File: src/vlmf_pkg.sv
package vlmf_pkg;

    // Store geometry. Both sizes are powers of two so ring positions wrap by truncation.
    localparam int BUF_BYTES = 256;
    localparam int RECORDS   = 16;
    localparam int BYTE_AW   = $clog2(BUF_BYTES);
    localparam int REC_AW    = $clog2(RECORDS);
    localparam int REC_PW    = REC_AW + 1;
    localparam int LEN_W     = 9;

    // Commands.
    localparam logic [1:0] CMD_WRITE = 2'd0;
    localparam logic [1:0] CMD_READ  = 2'd1;

    // Result status codes.
    localparam logic [2:0] STATUS_OK       = 3'd0;
    localparam logic [2:0] STATUS_NO_ROOM  = 3'd1;
    localparam logic [2:0] STATUS_EMPTY    = 3'd2;
    localparam logic [2:0] STATUS_TOO_LONG = 3'd3;
    localparam logic [2:0] STATUS_QUERY    = 3'd4;

    typedef struct packed {
        logic [1:0]       command;
        logic [7:0]       data_in;
        logic [LEN_W-1:0] message_length;
        logic             overwrite;
        logic [LEN_W-1:0] max_length;
    } req_item_t;

    typedef struct packed {
        logic [2:0]        status;
        logic [7:0]        data_out;
        logic              last_byte;
        logic [LEN_W-1:0]  free_bytes;
        logic [REC_PW-1:0] messages_waiting;
        logic [REC_PW-1:0] dropped;
    } rsp_item_t;

endpackage

File: src/vlmf_req_if.sv
interface vlmf_req_if
    import vlmf_pkg::*;
();
    logic      valid;
    logic      ready;
    req_item_t item;

    modport source (output valid, output item, input ready);
    modport sink (input valid, input item, output ready);
endinterface

File: src/vlmf_rsp_if.sv
interface vlmf_rsp_if
    import vlmf_pkg::*;
();
    logic      valid;
    logic      ready;
    rsp_item_t item;

    modport source (output valid, output item, input ready);
    modport sink (input valid, input item, output ready);
endinterface

File: src/variable_length_message_fifo.sv
// Variable-length message FIFO: whole messages of 1 to 256 bytes are written one byte
// per request beat, the first beat carrying the total length and deciding admission,
// and read back one byte per request beat from the oldest committed message. Bytes
// live in a 256-entry synchronous RAM and lengths in a 16-entry synchronous RAM,
// each with a registered read port. Each request has an accept step, which presents
// the RAM read addresses, and an evaluation step that updates the pointers
// and loads the response register. A write beat that opens a message
// with overwrite set takes one extra cycle per oldest message dropped, since each
// drop must read the next length record. The evaluation step also waits while the
// response register still holds an untaken beat. Both RAMs start with undefined
// contents; no clearing pass is run after reset.
module variable_length_message_fifo
    import vlmf_pkg::*;
(
    input  logic       clk,
    input  logic       rst_n,
    vlmf_req_if.sink   request,
    vlmf_rsp_if.source response
);

    localparam logic ST_IDLE = 1'b0;
    localparam logic ST_EVAL = 1'b1;

    logic              state_reg, state_next;
    req_item_t         item_reg;
    logic [BYTE_AW-1:0] bwp_reg, bwp_next;
    logic [BYTE_AW-1:0] brp_reg, brp_next;
    logic [LEN_W-1:0]  held_reg, held_next;
    logic [REC_PW-1:0] rwp_reg, rwp_next;
    logic [REC_PW-1:0] rrp_reg, rrp_next;
    logic [LEN_W-1:0]  write_left_reg, write_left_next;
    logic              refused_reg, refused_next;
    logic [LEN_W-1:0]  pending_reg, pending_next;
    logic [LEN_W-1:0]  read_left_reg, read_left_next;
    logic [REC_PW-1:0] dropped_reg, dropped_next;
    logic              out_valid_reg, out_valid_next;
    rsp_item_t         out_item_reg, out_item_next;

    // Storage.
    logic [7:0]       byte_mem [BUF_BYTES];
    logic [LEN_W-1:0] rec_mem [RECORDS];
    logic [7:0]       byte_rd_reg;
    logic [LEN_W-1:0] rec_rd_reg;
    logic             byte_we;
    logic             rec_we;
    logic [LEN_W-1:0] rec_wdata;

    // Derived status of the current state.
    logic [REC_PW-1:0] count;
    logic [LEN_W-1:0]  free_now;
    logic              first_byte;
    logic              fits_store;
    logic              need_room;
    logic              drop_now;
    logic              finish;
    logic              accept;

    assign accept        = request.valid && request.ready;
    assign request.ready = (state_reg == ST_IDLE);
    assign response.valid = out_valid_reg;
    assign response.item  = out_item_reg;

    assign count      = rwp_reg - rrp_reg;
    assign free_now   = LEN_W'(BUF_BYTES) - held_reg;
    assign first_byte = (write_left_reg == '0) && (item_reg.message_length != '0);
    assign fits_store = (item_reg.message_length <= LEN_W'(BUF_BYTES));
    assign need_room  = (free_now < item_reg.message_length)
                        || (count >= REC_PW'(RECORDS));
    assign drop_now   = (state_reg == ST_EVAL) && (item_reg.command == CMD_WRITE)
                        && first_byte && fits_store && item_reg.overwrite
                        && need_room && (count != '0);
    assign finish     = (state_reg == ST_EVAL) && !drop_now
                        && (!out_valid_reg || response.ready);

    // Sequencer: drop step, or final evaluation of the held request.
    always_comb
    begin
        logic [LEN_W-1:0]  n_drop;
        logic [LEN_W-1:0]  wl;
        logic [LEN_W-1:0]  rl;
        logic [LEN_W-1:0]  held;
        logic [LEN_W-1:0]  pend;
        logic              refd;
        logic              admit;
        logic [2:0]        status;
        logic [7:0]        dout;
        logic              last;

        state_next      = state_reg;
        bwp_next        = bwp_reg;
        brp_next        = brp_reg;
        held_next       = held_reg;
        rwp_next        = rwp_reg;
        rrp_next        = rrp_reg;
        write_left_next = write_left_reg;
        refused_next    = refused_reg;
        pending_next    = pending_reg;
        read_left_next  = read_left_reg;
        dropped_next    = dropped_reg;
        out_valid_next  = out_valid_reg;
        out_item_next   = out_item_reg;
        byte_we         = 1'b0;
        rec_we          = 1'b0;
        rec_wdata       = pending_reg;

        n_drop = (read_left_reg != '0) ? read_left_reg : rec_rd_reg;
        if (n_drop > held_reg)
        begin
            n_drop = held_reg;
        end
        wl     = write_left_reg;
        rl     = read_left_reg;
        held   = held_reg;
        pend   = pending_reg;
        refd   = refused_reg;
        admit  = 1'b0;
        status = STATUS_QUERY;
        dout   = '0;
        last   = 1'b0;

        if (response.ready)
        begin
            out_valid_next = 1'b0;
        end

        if (accept)
        begin
            state_next   = ST_EVAL;
            dropped_next = '0;
        end

        if (drop_now)
        begin
            // Discard the oldest message whole, including any partly read remainder.
            brp_next       = brp_reg + n_drop[BYTE_AW-1:0];
            held_next      = held_reg - n_drop;
            read_left_next = '0;
            rrp_next       = rrp_reg + 1'b1;
            dropped_next   = dropped_reg + 1'b1;
        end
        else if (finish)
        begin
            case (item_reg.command)
                CMD_WRITE:
                begin
                    status = STATUS_NO_ROOM;
                    // The first byte reserves the whole message or marks it refused.
                    if (first_byte)
                    begin
                        admit = fits_store && (free_now >= item_reg.message_length)
                                && (count < REC_PW'(RECORDS));
                        wl    = item_reg.message_length;
                        refd  = !admit;
                        if (admit)
                        begin
                            pend = item_reg.message_length;
                            held = held + item_reg.message_length;
                        end
                    end
                    if (wl != '0)
                    begin
                        if (!refd)
                        begin
                            byte_we  = 1'b1;
                            bwp_next = bwp_reg + 1'b1;
                            status   = STATUS_OK;
                        end
                        wl = wl - 1'b1;
                        // The last byte commits the length record.
                        if (wl == '0)
                        begin
                            if (!refd)
                            begin
                                rec_we   = 1'b1;
                                rwp_next = rwp_reg + 1'b1;
                            end
                            refd = 1'b0;
                        end
                    end
                end
                CMD_READ:
                begin
                    status = STATUS_EMPTY;
                    // Before the first byte, check the length against the receiver.
                    if ((rl == '0) && (count != '0))
                    begin
                        if (rec_rd_reg > item_reg.max_length)
                        begin
                            status = STATUS_TOO_LONG;
                        end
                        else
                        begin
                            rl = rec_rd_reg;
                        end
                    end
                    if ((rl != '0) && (held != '0))
                    begin
                        dout     = byte_rd_reg;
                        brp_next = brp_reg + 1'b1;
                        held     = held - 1'b1;
                        rl       = rl - 1'b1;
                        status   = STATUS_OK;
                        if (rl == '0)
                        begin
                            last     = 1'b1;
                            rrp_next = rrp_reg + 1'b1;
                        end
                    end
                end
                default:
                begin
                    status = STATUS_QUERY;
                end
            endcase

            write_left_next = wl;
            refused_next    = refd;
            pending_next    = pend;
            read_left_next  = rl;
            held_next       = held;
            rec_wdata       = pend;
            state_next      = ST_IDLE;
            out_valid_next  = 1'b1;

            out_item_next.status           = status;
            out_item_next.data_out         = dout;
            out_item_next.last_byte        = last;
            out_item_next.free_bytes       = LEN_W'(BUF_BYTES) - held;
            out_item_next.messages_waiting = rwp_next - rrp_next;
            out_item_next.dropped          = dropped_reg;
        end
    end

    // Control registers.
    always_ff @(posedge clk or negedge rst_n)
    begin
        if (!rst_n)
        begin
            state_reg      <= ST_IDLE;
            bwp_reg        <= '0;
            brp_reg        <= '0;
            held_reg       <= '0;
            rwp_reg        <= '0;
            rrp_reg        <= '0;
            write_left_reg <= '0;
            refused_reg    <= 1'b0;
            pending_reg    <= '0;
            read_left_reg  <= '0;
            dropped_reg    <= '0;
            out_valid_reg  <= 1'b0;
        end
        else
        begin
            state_reg      <= state_next;
            bwp_reg        <= bwp_next;
            brp_reg        <= brp_next;
            held_reg       <= held_next;
            rwp_reg        <= rwp_next;
            rrp_reg        <= rrp_next;
            write_left_reg <= write_left_next;
            refused_reg    <= refused_next;
            pending_reg    <= pending_next;
            read_left_reg  <= read_left_next;
            dropped_reg    <= dropped_next;
            out_valid_reg  <= out_valid_next;
        end
    end

    // Payload registers.
    always_ff @(posedge clk)
    begin
        if (accept)
        begin
            item_reg <= request.item;
        end
        out_item_reg <= out_item_next;
    end

    // Byte RAM: read follows the next read pointer, so its data matches the pointer
    // once that pointer is registered.
    always_ff @(posedge clk)
    begin
        if (byte_we)
        begin
            byte_mem[bwp_reg] <= item_reg.data_in;
        end
        byte_rd_reg <= byte_mem[brp_next];
    end

    // Length record RAM: read follows the next record read position.
    always_ff @(posedge clk)
    begin
        if (rec_we)
        begin
            rec_mem[rwp_reg[REC_AW-1:0]] <= rec_wdata;
        end
        rec_rd_reg <= rec_mem[rrp_next[REC_AW-1:0]];
    end

endmodule
File: src/flat_wrapper.sv
// flat-port wrapper written by rule: the top's interface ports become plain ports
module variable_length_message_fifo_flat import vlmf_pkg::*;
  (clk, rst_n, request_valid, request_item, request_ready, response_valid, response_item, response_ready);
  vlmf_req_if request_i ();
  vlmf_rsp_if response_i ();
  input  logic clk;
  input  logic rst_n;
  input wire logic [$bits(request_i.valid)-1:0] request_valid;
  input wire logic [$bits(request_i.item)-1:0] request_item;
  output wire logic [$bits(request_i.ready)-1:0] request_ready;
  output wire logic [$bits(response_i.valid)-1:0] response_valid;
  output wire logic [$bits(response_i.item)-1:0] response_item;
  input wire logic [$bits(response_i.ready)-1:0] response_ready;
  assign request_i.valid = request_valid;
  assign request_i.item = request_item;
  assign request_ready = request_i.ready;
  assign response_valid = response_i.valid;
  assign response_item = response_i.item;
  assign response_i.ready = response_ready;
  variable_length_message_fifo u_core (.clk(clk), .rst_n(rst_n), .request(request_i), .response(response_i));
endmodule
File: config.mk
export PLATFORM = sky130hd
export DESIGN_NAME = variable_length_message_fifo_flat
export DESIGN_NICKNAME = d
export VERILOG_FILES = /design/src/vlmf_pkg.sv /design/src/vlmf_req_if.sv /design/src/vlmf_rsp_if.sv /design/src/variable_length_message_fifo.sv /design/src/flat_wrapper.sv
export SDC_FILE = /design/constraint.sdc
export NUM_CORES = 2
export LEC_CHECK = 0
export ABC_AREA = 1
export BUFFER_PORTS_ARGS = -buffer_cell sky130_fd_sc_hd__buf_2
export CORE_ASPECT_RATIO = 1.4
export CORE_MARGIN = 5
export CORE_UTILIZATION = 30
export DETAILED_ROUTE_END_ITERATION = 12
export SLEW_MARGIN = 10
export SYNTH_ARGS = -nofsm -noshare
export SYNTH_HDL_FRONTEND = slang
export SYNTH_SLANG_ARGS = --single-unit
File: constraint.sdc
create_clock -name clk -period 6 [get_ports clk]
set_input_delay 0.3 -clock clk [delete_from_list [all_inputs] [get_ports clk]]
set_output_delay 0.3 -clock clk [all_outputs]
set_load 0.01 [all_outputs]
==> After elaboration in Yosys (flattened, before gate mapping) <==
Memories as Yosys holds them, arrays and structs flattened. A register that Yosys moved wholly into a read port is not among the register bits.
Cells that the tools add are included.
{ "word_totals": {"reg_bits": 130, "mem_bits_rw": 2192, "out_inout_bits": 33, "elab_cells": 171, "n_memories": 2} }
{ "classes": {"addsub": 15, "order_cmp": 7, "eq_ne": 1, "muxes": 81, "bitwise_logic": 3, "reduce_logical": 38} }
{ "memory_table": {"columns": ["memory", "words", "width", "read_ports", "rd_clocked_by_memory_dff", "wr", "line_no", "rtl"], "rows": [
  ["u_core.byte_mem", 256, 8, 1, 1, 1, "variable_length_message_fifo.sv:40", "logic [7:0] byte_mem [BUF_BYTES];"],
  ["u_core.rec_mem", 16, 9, 1, 1, 1, "variable_length_message_fifo.sv:41", "logic [LEN_W-1:0] rec_mem [RECORDS];"]
]} }
{ "ops": {"columns": ["operator", "n"], "rows": [
  ["two-way mux 9 bit", 28],
  ["two-way mux 5 bit", 15],
  ["nonzero test 9 bit", 5],
  ["logical NOT 9 bit", 4],
  ["two-way mux 8 bit", 4],
  ["two-way mux 1 bit", 29],
  ["subtractor 9 x 1 -> 9 bit (second input constant)", 3],
  ["> comparator 9 bit", 2],
  ["case mux 9 bit (2 select lines)", 1],
  ["subtractor 9 bit (first input constant)", 2],
  ["adder 8 x 1 -> 8 bit (second input constant)", 2],
  ["adder 5 x 1 -> 5 bit (second input constant)", 3],
  ["logical AND 1 bit", 14],
  ["subtractor 5 bit", 2],
  ["adder 9 bit", 1],
  ["greater-or-equal comparator 9 bit", 1],
  ["<= comparator 9 bit (second input constant)", 1],
  ["less-than comparator 9 bit", 1],
  ["two-way mux 3 bit", 3],
  ["subtractor 9 bit", 1],
  ["adder 8 bit", 1],
  ["case mux 3 bit (2 select lines)", 1],
  ["AND reduction 2 bit", 3],
  ["nonzero test 2 bit", 3],
  ["10 further kinds", 15]
]} }

==> Logic depth before layout (Yosys ltp) <==
{ "logic_depth": {"word_depth": 21, "depth_mapped": 34} }

==> Worst setup path after synthesis <==
OpenSTA, ideal clock, no wires.
{ "synth_path": {"path_type": "register to register", "startpoint": "register u_core.read_left_reg[5]", "endpoint": "register u_core.byte_rd_reg[0] (read register of u_core.byte_mem)", "setup_time_ns": 0.114, "t_arrival_ns": 4.565, "path_slack_ns": 1.321, "stages_incl_launch_ff": 33, "synth_period_minus_slack_ns": 4.679, "cell_sequence": "dfrtp_1 -> inv_1 -> nand4_1 -> nor2_1 -> nand2_2 -> clkinv_1 -> nand2_1 -> nand2_1 -> ha_1 -> nand2_1 -> nor2_1 -> a211oi_1 -> o21ai_0 -> a221oi_1 -> o21ai_0 -> nand2_1 -> clkbuf_1 -> o21ai_0 -> ha_1 -> a21oi_1 -> nand2_1 -> a21oi_1 -> o21bai_1 -> nand2_1 -> nand2_1 -> a21oi_1 -> xor2_1 -> xor2_1 -> or2_2 -> nand2_1 -> clkinv_1 -> nand3_1 -> nand2_1"} }
{ "synth_via": {"elab_chain_cells": 12, "word_cells_on_any_way": 18, "cone_classes": "add/sub (1); order compare (1); mux (11); reduce/logical (5)"} }
{ "synth_rtl": {"columns": ["element", "line_no", "rtl"], "rows": [
  ["start: declaration", "variable_length_message_fifo.sv:34", "logic [LEN_W-1:0] read_left_reg, read_left_next;"],
  ["start signal: assignment", "variable_length_message_fifo.sv:263", "read_left_reg <= read_left_next;"],
  ["parallel branches: the longest is 11 deep, another holds > comparator 9 bit", null, null],
  ["two-way mux 8 bit (*)", "variable_length_message_fifo.sv:132", "if (drop_now)"],
  ["named net u_core.brp_next[7]", "variable_length_message_fifo.sv:27", "logic [BYTE_AW-1:0] brp_reg, brp_next;"],
  ["end: declaration", "variable_length_message_fifo.sv:42", "logic [7:0] byte_rd_reg;"]
]} }
Mark *: on every way through the listed nets, which the timed path passes. The select of a mux whose other input is x is not followed.
A chain may end at the register's enable or synchronous reset.

==> Worst setup path after layout <==
{ "layout_path": {"startpoint": "register u_core.held_reg[1]", "endpoint": "memory u_core.byte_mem[26][6], enable pin"} }
{ "layout_via": {"elab_chain_cells": 16, "word_cells_on_any_way": 23, "cone_classes": "add/sub (1); order compare (2); mux (11); reduce/logical (9)"} }
{ "layout_rtl": {"columns": ["element", "line_no", "rtl"], "rows": [
  ["start: declaration", "variable_length_message_fifo.sv:28", "logic [LEN_W-1:0] held_reg, held_next;"],
  ["start signal: assignment", "variable_length_message_fifo.sv:257", "held_reg <= held_next;"],
  ["subtractor 9 bit (*)", "variable_length_message_fifo.sv:64", "assign free_now = LEN_W'(BUF_BYTES) - held_reg;"],
  ["greater-or-equal comparator 9 bit", "variable_length_message_fifo.sv:150", "admit = fits_store && (free_now >= item_reg.message_length)"],
  ["logical AND 1 bit", "variable_length_message_fifo.sv:150", null],
  ["logical AND 1 bit", "variable_length_message_fifo.sv:151", "&& (count < REC_PW'(RECORDS));"],
  ["logical NOT 1 bit", "variable_length_message_fifo.sv:153", "refd = !admit;"],
  ["two-way mux 1 bit", "variable_length_message_fifo.sv:148", "if (first_byte)"],
  ["two-way mux 1 bit", "variable_length_message_fifo.sv:143", "case (item_reg.command)"],
  ["two-way mux 1 bit", "variable_length_message_fifo.sv:141", "else if (finish)"],
  ["two-way mux 1 bit", "variable_length_message_fifo.sv:132", null],
  ["two-way mux 1 bit", "variable_length_message_fifo.sv:162", "if (!refd)"],
  ["two-way mux 1 bit", "variable_length_message_fifo.sv:160", "if (wl != '0)"],
  ["two-way mux 1 bit", "variable_length_message_fifo.sv:143", null],
  ["two-way mux 1 bit", "variable_length_message_fifo.sv:141", null],
  ["two-way mux 1 bit (*)", "variable_length_message_fifo.sv:132", null],
  ["two-way mux 1 bit (*)", "variable_length_message_fifo.sv:283", "if (byte_we)"],
  ["two-way mux 1 bit (not written as such) (*)", "variable_length_message_fifo.sv:285", "byte_mem[bwp_reg] <= item_reg.data_in;"],
  ["end: declaration", "variable_length_message_fifo.sv:40", null]
]} }
Every way passes the cells marked *; elsewhere a longest branch is shown, timed or not. The select of a mux whose other input is x is not followed.

==> flow_metrics.env <==
export IMPL_proportion_of_power_drawn_by_flip_flops_and_latches_pct=33.1
export IMPL_dpl_hpwl_microns=192000
export IMPL_place_port_buffers=65
export IMPL_fraction_of_power_consumed_by_the_clock_network_pct=24.6
export IMPL_fillerInstances=34100
export IMPL_gpl_final_weighted_congestion=0.881
export IMPL_setup_total_negative_slack_ns=0
export IMPL_postSynthRegisterBits=2339
export IMPL_yosys_cell_types_count=63
export IMPL_finalCriticalPeriod_ns=5.71
export IMPL_max_cap_violations=0
export IMPL_fin_total_pwr_mw=57.7
export IMPL_drt_iter0_drc=6307
export IMPL_synth_edf_count=2252
export IMPL_end_kind="flop"
export IMPL_worstPathMaxFanout=16
export IMPL_floorplan_initialDensity_pct=30.1
export IMPL_final_setup_viol_count=0
export IMPL_vias_cell=4.82
export IMPL_grt_busiest_layer="met2"
export IMPL_drtPass1Iterations=6
export IMPL_powerDensity_nw_per_um2=475
export IMPL_fmax_mhz=175
export IMPL_max_stage_delay_ns=0.73
export IMPL_critPathSlowestCell="sky130_fd_sc_hd__nor2_1"
export IMPL_clock_sink_count=2339
export IMPL_cts_buffers=221
export IMPL_placement_rows=256
export IMPL_global_route_usage_total_pct=16.3
export IMPL_startpoint_kind_of_the_worst_setup_timing_path="flop"
export IMPL_synth_flop_cell="sky130_fd_sc_hd__edfxtp_1"
export IMPL_final_min_period_over_clock_period_pct=95.2
export IMPL_drt_total_wl_microns=307000
export IMPL_hold_path_class="input port to flop"
export IMPL_postRouteAntennaNets=0
export IMPL_drive_gt1_share_pct=10.3
export IMPL_grt_first_pass_wirelength_microns=448000
export IMPL_die_width_microns=509
export IMPL_irDropWorstVdd_uv=301
export IMPL_synthToLayoutAreaGrowth_pct=16.1
export IMPL_grt_use_met1_pct=19.2
export IMPL_num_io_pins=66
export IMPL_synth_cells=9696
export IMPL_largest_reg_flops=2048
export IMPL_core_sq_um=348000
export IMPL_power_switching_mw=23.0
export IMPL_clk_pin_slew_worst_paths_ns=0.07
export IMPL_grt_met3_usage_pct=1.82
export IMPL_mappedNetlistNets=9808
export IMPL_postSynth_asyncResetShare_pct=2.99
export IMPL_run_status="finished clean"
export IMPL_critPathMostFrequentCell="sky130_fd_sc_hd__nand2_1"
export IMPL_syn_std_cell_area_sq_um=105000
export IMPL_dieHeight_microns=709
export IMPL_clockRootBuffer="sky130_fd_sc_hd__clkbuf_16"
export IMPL_synth_yosys_seq_area_share_pct=66.5
export IMPL_grt_ovfl_total=0
export IMPL_crit_arrival_ns=6.17
export IMPL_switching_part_of_the_total_pct=39.9
export IMPL_groute_layer_met2_usage_pct=29.3
export IMPL_total_count_of_max_transition_violations_in_the_final_report=0
export IMPL_grt_start_max_net_pins=173
export IMPL_slew_headroom_pct=23.0
export IMPL_clk_skew_ns=0.104
export IMPL_power_leakage_nw=47.5
export IMPL_cts_max_path_buffers=4
export IMPL_power_combinational_fraction_pct=42.3
export IMPL_initial_antenna_violation_count=3
export IMPL_timing_critical_path_cells="inv_1, ha_1, nand3_1, nor3_1, nand2_1, nor2_1, ha_1, inv_1, ha_1, nand2_1, or2_2, nand4_1, a41o_1, nand2_1, inv_1, a21oi_1, nor2_1, nand2_1, nor3_1, nand2_1, nor2_1"
export IMPL_hold_viol_final=0
export IMPL_detail_route_drc_violations=0
export IMPL_rsz_0062_raised_after_global_routing="yes"
export IMPL_clock_tree_from_tritoncts="done"
export IMPL_design_final_nets=10100
export IMPL_syn_area_per_cell_sq_um=10.8
export IMPL_fp_dieArea_sq_um=361000
export IMPL_yosysWarnings=0
export IMPL_intPower_mw=34.7
export IMPL_detailed_route_via_count=71300
export IMPL_path_class="flop to flop"
export IMPL_clk_insertion_delay_late_ns=0.92
export IMPL_wire_per_inst_microns=20.7
export IMPL_vias_in_the_first_global_route=69300
export IMPL_timing_worst_slew_pin_value_ns=1.15
export IMPL_crit_required_ns=6.46
export IMPL_cts_max_level=4
==> critical path, delay by kind of cell, from the launching register on <==
kind,cells,cell delay (ns)
and+or+nand+nor,13,3.78
adders and majority gates,3,0.65
DFF,1,0.38
buffers and inverters,3,0.25
AOI/OAI and AO/OA,2,0.18
==> cell type report <==
type	instances	area (sq um)	share of cell area, %
Multi-Input combinational cell	5461	27500	22.6
Antenna cell	2	5.00	0.00412
Clock inverter	124	1340	1.10
Tap cell	4644	5810	4.78
Timing Repair Buffer	643	6380	5.24
Clock buffer	274	5880	4.84
Sequential cell	2339	69700	57.3
Inverter	1311	4940	4.06
==> cells in the final DEF, fill, tap and decap left out, types with 76 or more instances in the layout <==
cell type / count
sky130_fd_sc_hd__nand3b_1: 580
sky130_fd_sc_hd__ha_1: 76
sky130_fd_sc_hd__buf_12: 112
sky130_fd_sc_hd__nand3_1: 1968
sky130_fd_sc_hd__inv_1: 1286
sky130_fd_sc_hd__edfxtp_1: 2252
sky130_fd_sc_hd__clkbuf_16: 231
sky130_fd_sc_hd__nand2_1: 2031
sky130_fd_sc_hd__nor2_1: 338
sky130_fd_sc_hd__buf_4: 413
sky130_fd_sc_hd__o211ai_1: 122
==> routing by layer <==
layer	routed length, microns	vias up
li1	-	33500
met1	117000	34700
met2	156000	2354
met3	16400	645
met4	17800	0
met5	0	-
==> cells by family after synthesis <==
| kind of cell | Yosys count | share of synthesized area, % |
|---|---|---|
| muxes | 10 | 0.107 |
| and+or+nand+nor | 5024 | 22.7 |
| DFF | 2339 | 66.5 |
| adders and majority gates | 79 | 0.965 |
| AOI/OAI and AO/OA | 283 | 1.79 |
| buffers and inverters | 1896 | 7.37 |
| xor gates and xnor gates | 65 | 0.543 |
==> through the flow <==
step	area [sq um]	hold slack (ns)	utilization [%]	std cells	setup slack [ns]
after CTS	121000	0.0737	34.9	14800	0.203
after global routing	122000	0.103	35.0	14800	-0.0889
after detailed placement	114000	0.230	32.7	14400	0.267
final	122000	0.138	35.0	14800	0.287
after floorplan	105000	0.00441	-	9696	1.32
after global placement	114000	0.228	32.7	14400	0.168
==> power by group through the flow <==
stage / Sequential [mW] / Combinational [mW] / Clock [mW]
floorplan: 19.8 / 13.9 / 0
global placement: 19.4 / 23.9 / 0
detailed placement: 19.4 / 24.0 / 0
CTS: 19.1 / 24.1 / 14.4
global route: 19.1 / 26.4 / 15.1
finish: 19.1 / 24.4 / 14.2
==> worst paths after layout <==
path,from,cells after the start,to,slack [ns]
max in group asynchronous,rst_n,4,u_core.brp_reg[4],4.73
setup reg to reg,u_core.held_reg[1],21,u_core.byte_mem[26][6],0.29
min in group asynchronous,rst_n,4,u_core.rwp_reg[1],0.47
hold reg to reg,u_core.dropped_reg[4],0,u_core.response.item[4],0.52
hold / removal,request_item[1],2,u_core.item_reg[1],0.14
setup / recovery,u_core.held_reg[1],21,u_core.byte_mem[26][6],0.29
==> synthesized netlist by cell type (20+ instances only) <==
cell / number / area share [%]
sky130_fd_sc_hd__a21oi_1: 46 / 0.22
sky130_fd_sc_hd__buf_1: 33 / 0.12
sky130_fd_sc_hd__buf_2: 365 / 1.7
sky130_fd_sc_hd__buf_4: 20 / 0.14
sky130_fd_sc_hd__clkbuf_1: 158 / 0.57
sky130_fd_sc_hd__dfrtp_1: 70 / 1.7
sky130_fd_sc_hd__edfxtp_1: 2252 / 65
sky130_fd_sc_hd__ha_1: 76 / 0.91
sky130_fd_sc_hd__inv_1: 1288 / 4.6
sky130_fd_sc_hd__nand2_1: 2040 / 7.3
sky130_fd_sc_hd__nand3_1: 1985 / 9.5
sky130_fd_sc_hd__nand3b_1: 580 / 4.2
sky130_fd_sc_hd__nor2_1: 340 / 1.2
sky130_fd_sc_hd__o211ai_1: 122 / 0.87
sky130_fd_sc_hd__o21ai_0: 64 / 0.31
sky130_fd_sc_hd__xor2_1: 51 / 0.43
==> timing repair <==
item	in CTS	in global routing
endpoints found under the setup margin	0	63
gates resized for setup	0	27
hold buffers	34	0
buffers inserted	0	7
endpoints found under the hold margin	106	0
(Power assumes the default switching activity.)
